==> src/hdl/sfia_pkg.sv <==
// Shared types and codes for the smallest free identifier allocator.
`default_nettype none

package sfia_pkg;

    typedef enum logic [1:0] {
        ST_CLEAR,
        ST_IDLE,
        ST_MODIFY
    } state_t;

    localparam logic CMD_TAKE = 1'b0;
    localparam logic CMD_GIVE = 1'b1;

    localparam logic [1:0] STAT_TAKEN     = 2'd0;
    localparam logic [1:0] STAT_GIVEN     = 2'd1;
    localparam logic [1:0] STAT_IGNORED   = 2'd2;
    localparam logic [1:0] STAT_EXHAUSTED = 2'd3;

    localparam int WORD_BITS = 64;
    localparam int BIT_IDX_W = 6;
    localparam int IDENT_W   = 11;

endpackage

`default_nettype wire

==> src/hdl/smallest_free_id_allocator_top.sv <==
// Smallest free identifier allocator: bitmap RAM with per-word full marks.
// A command's bitmap word is read from the single RAM when the command is accepted
// and written back, if changed, in the modify state, where the result is registered.
// A new command is accepted only after the last one has left the modify state.
// Reset: full marks clear at once; a clearing pass then zeroes the bitmap RAM,
// one word a cycle, ceil(ID_COUNT/64) words, and no command is accepted meanwhile.
`default_nettype none

module smallest_free_id_allocator_top #(
    parameter int ID_COUNT = 1024
) (
    input  wire logic        clk,
    input  wire logic        rst_n,
    input  wire logic        in_valid,
    output logic             in_ready,
    input  wire logic        command,
    input  wire logic [10:0] ident,
    output logic             out_valid,
    input  wire logic        out_ready,
    output logic      [10:0] ident_out,
    output logic      [1:0]  status
);

    import sfia_pkg::*;

    localparam int WORDS = (ID_COUNT + WORD_BITS - 1) / WORD_BITS;
    localparam int WAW   = (WORDS > 1) ? $clog2(WORDS) : 1;
    localparam int EW    = (WAW + BIT_IDX_W > IDENT_W) ? WAW + BIT_IDX_W : IDENT_W;
    localparam int REM   = ID_COUNT % WORD_BITS;
    localparam logic [WORD_BITS-1:0] LAST_MASK =
        (REM == 0) ? {WORD_BITS{1'b1}} : ((WORD_BITS'(1) << REM) - WORD_BITS'(1));
    localparam logic [WAW-1:0] LAST_WORD = WAW'(WORDS - 1);

    state_t                 state_reg, state_next;
    logic [WAW-1:0]         clr_cnt_reg, clr_cnt_next;
    logic [WORDS-1:0]       full_reg, full_next;
    logic                   out_valid_reg, out_valid_next;
    logic [IDENT_W-1:0]     ident_out_reg, ident_out_next;
    logic [1:0]             status_reg, status_next;
    logic                   cmd_reg, cmd_next;
    logic                   skip_reg, skip_next;
    logic [WAW-1:0]         word_reg, word_next;
    logic [BIT_IDX_W-1:0]   bit_reg, bit_next;

    logic                   ram_we;
    logic [WAW-1:0]         ram_waddr;
    logic [WORD_BITS-1:0]   ram_wdata;
    logic                   ram_re;
    logic [WAW-1:0]         ram_raddr;
    logic [WORD_BITS-1:0]   ram_rdata;

    logic                   all_full;
    logic [WAW-1:0]         first_free;
    logic [EW-1:0]          idx_ext;
    logic                   in_range;
    logic [WORD_BITS-1:0]   vmask;
    logic [WORD_BITS-1:0]   free_bits;
    logic [WORD_BITS-1:0]   set_word;
    logic [BIT_IDX_W-1:0]   free_bit;
    logic [WAW+BIT_IDX_W:0] taken_id;
    logic                   go;

    sfia_ram #(
        .WIDTH (WORD_BITS),
        .DEPTH (WORDS),
        .AW    (WAW)
    ) u_bitmap (
        .clk   (clk),
        .we    (ram_we),
        .waddr (ram_waddr),
        .wdata (ram_wdata),
        .re    (ram_re),
        .raddr (ram_raddr),
        .rdata (ram_rdata)
    );

    // lowest word whose full mark is clear
    always_comb
    begin
        all_full   = &full_reg;
        first_free = '0;
        for (int i = WORDS - 1; i >= 0; i--)
        begin
            if (!full_reg[i])
            begin
                first_free = WAW'(i);
            end
        end
    end

    // lowest free bit of the word just read
    always_comb
    begin
        vmask     = (word_reg == LAST_WORD) ? LAST_MASK : {WORD_BITS{1'b1}};
        free_bits = ~ram_rdata & vmask;
        free_bit  = '0;
        for (int i = WORD_BITS - 1; i >= 0; i--)
        begin
            if (free_bits[i])
            begin
                free_bit = BIT_IDX_W'(i);
            end
        end
        set_word = ram_rdata | (WORD_BITS'(1) << free_bit);
        taken_id = {1'b0, word_reg, free_bit} + (WAW + BIT_IDX_W + 1)'(1);
    end

    assign idx_ext  = EW'(ident) - EW'(1);
    assign in_range = (ident != '0) && (32'(ident) <= 32'(ID_COUNT));
    assign go       = !out_valid_reg || out_ready;

    always_comb
    begin
        state_next     = state_reg;
        clr_cnt_next   = clr_cnt_reg;
        full_next      = full_reg;
        out_valid_next = out_valid_reg && !out_ready;
        ident_out_next = ident_out_reg;
        status_next    = status_reg;
        cmd_next       = cmd_reg;
        skip_next      = skip_reg;
        word_next      = word_reg;
        bit_next       = bit_reg;
        in_ready       = 1'b0;
        ram_we         = 1'b0;
        ram_waddr      = word_reg;
        ram_wdata      = '0;
        ram_re         = 1'b0;
        ram_raddr      = '0;

        unique case (state_reg)
            ST_CLEAR:
            begin
                ram_we       = 1'b1;
                ram_waddr    = clr_cnt_reg;
                clr_cnt_next = clr_cnt_reg + WAW'(1);
                if (clr_cnt_reg == LAST_WORD)
                begin
                    state_next = ST_IDLE;
                end
            end
            ST_IDLE:
            begin
                in_ready = 1'b1;
                if (in_valid)
                begin
                    cmd_next = command;
                    bit_next = idx_ext[BIT_IDX_W-1:0];
                    if (command == CMD_TAKE)
                    begin
                        word_next = first_free;
                        skip_next = all_full;
                    end
                    else
                    begin
                        word_next = idx_ext[WAW+BIT_IDX_W-1:BIT_IDX_W];
                        skip_next = !in_range;
                    end
                    ram_re     = 1'b1;
                    ram_raddr  = word_next;
                    state_next = ST_MODIFY;
                end
            end
            ST_MODIFY:
            begin
                // hold until the output register is free
                if (go)
                begin
                    out_valid_next = 1'b1;
                    ident_out_next = '0;
                    state_next     = ST_IDLE;
                    if (cmd_reg == CMD_TAKE)
                    begin
                        if (skip_reg)
                        begin
                            status_next = STAT_EXHAUSTED;
                        end
                        else if (free_bits == '0)
                        begin
                            // repair a stale mark
                            full_next[word_reg] = 1'b1;
                            status_next         = STAT_EXHAUSTED;
                        end
                        else
                        begin
                            ram_we              = 1'b1;
                            ram_wdata           = set_word;
                            full_next[word_reg] = ((set_word & vmask) == vmask);
                            ident_out_next      = IDENT_W'(taken_id);
                            status_next         = STAT_TAKEN;
                        end
                    end
                    else
                    begin
                        if (skip_reg || !ram_rdata[bit_reg])
                        begin
                            status_next = STAT_IGNORED;
                        end
                        else
                        begin
                            ram_we              = 1'b1;
                            ram_wdata           = ram_rdata & ~(WORD_BITS'(1) << bit_reg);
                            full_next[word_reg] = 1'b0;
                            status_next         = STAT_GIVEN;
                        end
                    end
                end
            end
            default:
            begin
                state_next = ST_IDLE;
            end
        endcase
    end

    always_ff @(posedge clk or negedge rst_n)
    begin
        if (!rst_n)
        begin
            state_reg     <= ST_CLEAR;
            clr_cnt_reg   <= '0;
            full_reg      <= '0;
            out_valid_reg <= 1'b0;
        end
        else
        begin
            state_reg     <= state_next;
            clr_cnt_reg   <= clr_cnt_next;
            full_reg      <= full_next;
            out_valid_reg <= out_valid_next;
        end
    end

    always_ff @(posedge clk)
    begin
        ident_out_reg <= ident_out_next;
        status_reg    <= status_next;
        cmd_reg       <= cmd_next;
        skip_reg      <= skip_next;
        word_reg      <= word_next;
        bit_reg       <= bit_next;
    end

    assign out_valid = out_valid_reg;
    assign ident_out = ident_out_reg;
    assign status    = status_reg;

    a_result_from_modify: assert property (@(posedge clk) disable iff (!rst_n)
        $rose(out_valid_reg) |-> $past(state_reg == ST_MODIFY))
        else $error("result appeared without a modify cycle");

    a_no_write_in_idle: assert property (@(posedge clk) disable iff (!rst_n)
        (state_reg == ST_IDLE) |-> !ram_we)
        else $error("bitmap write while idle");

    a_stall_no_write: assert property (@(posedge clk) disable iff (!rst_n)
        (state_reg == ST_MODIFY && out_valid_reg && !out_ready) |-> !ram_we)
        else $error("bitmap written while result is stalled");

    a_zero_ident_unless_taken: assert property (@(posedge clk) disable iff (!rst_n)
        (out_valid_reg && status_reg != STAT_TAKEN) |-> (ident_out_reg == '0))
        else $error("nonzero identifier on a result that took none");

    a_taken_nonzero: assert property (@(posedge clk) disable iff (!rst_n)
        (ID_COUNT < 2048 && out_valid_reg && status_reg == STAT_TAKEN)
            |-> (ident_out_reg != '0))
        else $error("taken identifier is zero");

endmodule

`default_nettype wire

==> src/hdl/sfia_ram.sv <==
// Generic single-clock RAM, one write port and one registered read port.
`default_nettype none

module sfia_ram #(
    parameter int WIDTH = 64,
    parameter int DEPTH = 16,
    parameter int AW    = (DEPTH > 1) ? $clog2(DEPTH) : 1
) (
    input  wire logic             clk,
    input  wire logic             we,
    input  wire logic [AW-1:0]    waddr,
    input  wire logic [WIDTH-1:0] wdata,
    input  wire logic             re,
    input  wire logic [AW-1:0]    raddr,
    output logic      [WIDTH-1:0] rdata
);

    logic [WIDTH-1:0] mem [DEPTH];

    always_ff @(posedge clk)
    begin
        if (we)
        begin
            mem[waddr] <= wdata;
        end
        // hold read data between reads
        if (re)
        begin
            rdata <= mem[raddr];
        end
    end

endmodule

`default_nettype wire
==> config.mk <==
export PLATFORM = sky130hd
export DESIGN_NAME = smallest_free_id_allocator_top
export DESIGN_NICKNAME = d
export VERILOG_FILES = /design/src/hdl/sfia_pkg.sv /design/src/hdl/smallest_free_id_allocator_top.sv /design/src/hdl/sfia_ram.sv
export SDC_FILE = /design/constraint.sdc
export NUM_CORES = 2
export LEC_CHECK = 0
export BUFFER_PORTS_ARGS = -buffer_cell sky130_fd_sc_hd__clkbuf_2
export CORE_ASPECT_RATIO = 1.2
export CORE_MARGIN = 2
export CORE_UTILIZATION = 55
export CTS_BUF_LIST = sky130_fd_sc_hd__clkbuf_2 sky130_fd_sc_hd__clkbuf_4 sky130_fd_sc_hd__clkbuf_8
export DETAILED_ROUTE_END_ITERATION = 7
export PLACE_DENSITY = 0.77
export SKIP_LAST_GASP = 1
export SLEW_MARGIN = 15
export SYNTH_ARGS = -nofsm -noshare
export SYNTH_HDL_FRONTEND = slang
export SYNTH_HIERARCHICAL = 1
export SYNTH_SLANG_ARGS = --single-unit
==> constraint.sdc <==
create_clock -name clk -period 9.2 [get_ports clk]
set_input_delay 0.46 -clock clk [delete_from_list [all_inputs] [get_ports clk]]
set_output_delay 0.46 -clock clk [all_outputs]
set_load 0.1 [all_outputs]
==> results.toml <==
[grt]
grt_use_total_pct = 28.66
grt_max_degree = 137
grt.overflow.total = 0
grt_pass1_wl_microns = 180200
grt_antenna_before_repair = 3
grt_pass1_vias = 26312

[detailed_routing]
first_pass_iters = 6
viasPerCell = 6.699
wirelength_microns = 124100
drc_errors = 0
antenna_left = 0
vias = 26206
drt_iter0_markers = 3301
wl_per_cell_microns = 31.73

[floorplan]
die_height_microns = 323.6
fp.coreArea_sq_mm = 0.08461
die_area_sq_mm = 0.08746
ios = 31
start_util_pct = 55.31
std_cell_rows = 117
die_w_microns = 270.3

[layout]
fin_nets = 2679
mostFrequentLayoutCell = "edfxtp_1"
final_area_sq_mm = 0.05171
largest_reg_flops = 1024
drive_gt1_share_pct = 25.49
regArea_sq_mm = 0.03400
fillers = 5887
multi_input_area_sq_mm = 0.01221
most-common-layout-cells = "edfxtp_1 (1113), mux4_2 (275), clkbuf_8 (171), nand2_1 (168), a22oi_1 (131)"
syn_to_final_growth_pct = 10.49

[pwr]
p_per_area_mw_per_mm2 = 251.7
power.total_mw = 13.02
peakVddDrop_mv = 0.2607
p_leak_nw = 16.21

[worst_setup_path]
crit_start = "u_bitmap/rdata[63]$_DFFE_PP_"
cp_top_family = "simple AND/OR/NAND/NOR gates"
r2r_setup_slack_ns = 3.12
crit_cells = 22
cp-endpoint = "full_reg[6]$_DFFE_PN0P_"
critical_path.cell_chain = "nand2b_1, a21boi_0, o21ai_0, a21boi_0, o21ai_0, a41oi_1, a211oi_1, o21ai_0, and2_1, ha_1, ha_1, buf_4, a21oi_1, nor2_1, o211ai_1, nor4b_1, o211ai_1, or4_1, or4_4, nor4_4, nand3_4, o21ai_0"
cp_num_buf_inv = 1
cp_max_fo = 16
startpoint_type = "flip-flop"
r2r_end = "full_reg[6]$_DFFE_PN0P_"
crit_required_ns = 9.95
reg2reg_depth = 22
critical-path-slowest-cell = "or4_1"
arrival_ns = 6.84
rr_startpoint = "u_bitmap/rdata[63]$_DFFE_PP_"
cp_common_cell = "o21ai_0"
max_stage_delay_ns = 0.56
crit_path_end_kind = "flip-flop"
path_class = "reg2reg"

[place]
placed_area_sq_mm = 0.04830
gp_congestion = 1.064
place_ws_ns = 3.297
portBuffers = 30
hpwl_microns = 71980

[timing]
worst_slew_pin_slew_ns = 1.249
grt_setup_unrepaired = "no"
max-slew-margin-rel_pct = 16.73
finalCritPeriodShare_pct = 66.12
finalSetupViolations = 0
tns_ns = 0
skew_ns = 0.05276
hold_viol = 0
period_minus_slack_ns = 6.083
layout_setup_ws_ns = 3.117
max_freq_ghz = 0.1644
drv_slew = 0

[yosys]
ys_warn_count = 6
synthCells = 2547
synth_area_leaders = "edfxtp_1 (71%), mux4_2 (13%), a22oi_1 (2.1%), nand2_1 (1.3%), a21oi_1 (1.2%)"
ys_types = 70
ys_ff_latch = 1136
ys_seq_area_share_pct = 72.64
postSynthAreaPerCell_sq_um = 18.38
synth_area_sq_mm = 0.04680
synth_top_area_cell = "edfxtp_1"
ys_async_sr_fraction_pct = 2.025
synth.top_cell.area_share_pct = 71.41
synth_edf_count = 1113
ys.flop_type = "edfxtp_1"
syn_nets = 2571

[run_status]
status = "complete, no violations"

[clocking]
worstSkewPairLatency_ns = 0.85
cts_tree = "done"
clk_path_buf_depth = 3
cts_resized = 0
htreeDepth = 4
cts_sinks = 1136
clkTransAtPathRegs_ns = 0.07
root_buffer = "clkbuf_8"
numCtsBuffers = 165

[hold_path]
hold_path.class = "in2reg"

[flow_run]
drv_cap = 0
[cell type report]
cell class / count / area share (%)
flip-flops and latches: 1136 / 65.74
multi-input cells: 1219 / 23.61
clock buffers: 217 / 5.219
well taps: 1130 / 2.734
repair buffers: 99 / 1.575
clock inverters: 76 / 0.8686
inverters: 34 / 0.2492
diodes: 1 / 0.004839
[where the power goes]
part | internal [mW] | switching [mW] | total (mW)
logic | 0.693 | 1.61 | 2.30
registers | 6.50 | 0.347 | 6.85
clock network | 1.98 | 1.88 | 3.86
[cell usage after synthesis, types with 9 or more instances]
cell type and count:
a211oi_1 11, a21oi_1 116, a22oi_1 131, a31oi_1 24, and2_1 9, buf_1 20, buf_2 17, buf_6 14
clkbuf_1 97, dfrtp_1 23, edfxtp_1 1113, inv_1 34, mux4_2 275, nand2_1 168, nand2b_1 29, nand3_1 33
nand4_1 36, nor2_1 66, nor2b_1 21, nor3_1 13, nor4_1 11, o211ai_1 67, o21ai_0 71, or2_2 10
[logic make-up after synthesis]
group / share of synthesized area (%)
flip-flops: 72.64
AO/OA/AOI/OAI: 6.571
AND/OR/NAND/NOR: 4.927
multiplexers: 13.51
buffers and inverters: 1.879
XOR/XNOR: 0.2620
adder cells (fa/ha/maj): 0.2139
[routing by layer]
layer	GRT usage, %	wire (microns)	vias up
li1	-	-	10796
met3	4.878	11030	242
met1	39.41	47820	13669
met4	12.03	4705	0
met5	0	0	-
met2	46.14	60570	1499
[how the worst min path moves through the flow]
stage | slack, ns | to | from | depth (start not counted)
final | 0.06 | bit_reg[2]$_DFFE_PP_ | ident[2] | 2
after global routing | 0.05 | bit_reg[2]$_DFFE_PP_ | ident[2] | 2
after CTS | 0.009 | bit_reg[2]$_DFFE_PP_ | ident[2] | 2
after detailed placement | 0.49 | full_reg[3]$_DFFE_PN0P_ | full_reg[3]$_DFFE_PN0P_ | 2
after global placement | 0.48 | out_valid$_DFF_PN0_ | rst_n | 1
after floorplan | 0.16 | clr_cnt_reg[0]$_DFFE_PN0P_ | rst_n | 0
[metrics by stage]
step / utilization (%) / std cells / hold WS [ns]
6_report: 61.12 / 3912 / 0.06218
5_1_grt: 61.12 / 3912 / 0.04671
4_1_cts: 60.92 / 3908 / 0.009193
3_5_place_dp: 57.09 / 3605 / 0.4860
3_3_place_gp: 56.98 / 3601 / 0.4816
2_1_floorplan: - / 2547 / 0.1644
[repair_timing]
item,CTS,global route
hold endpoints to repair,31,0
hold buffers,10,0
setup buffers,0,0
(Power assumes the default switching activity.)
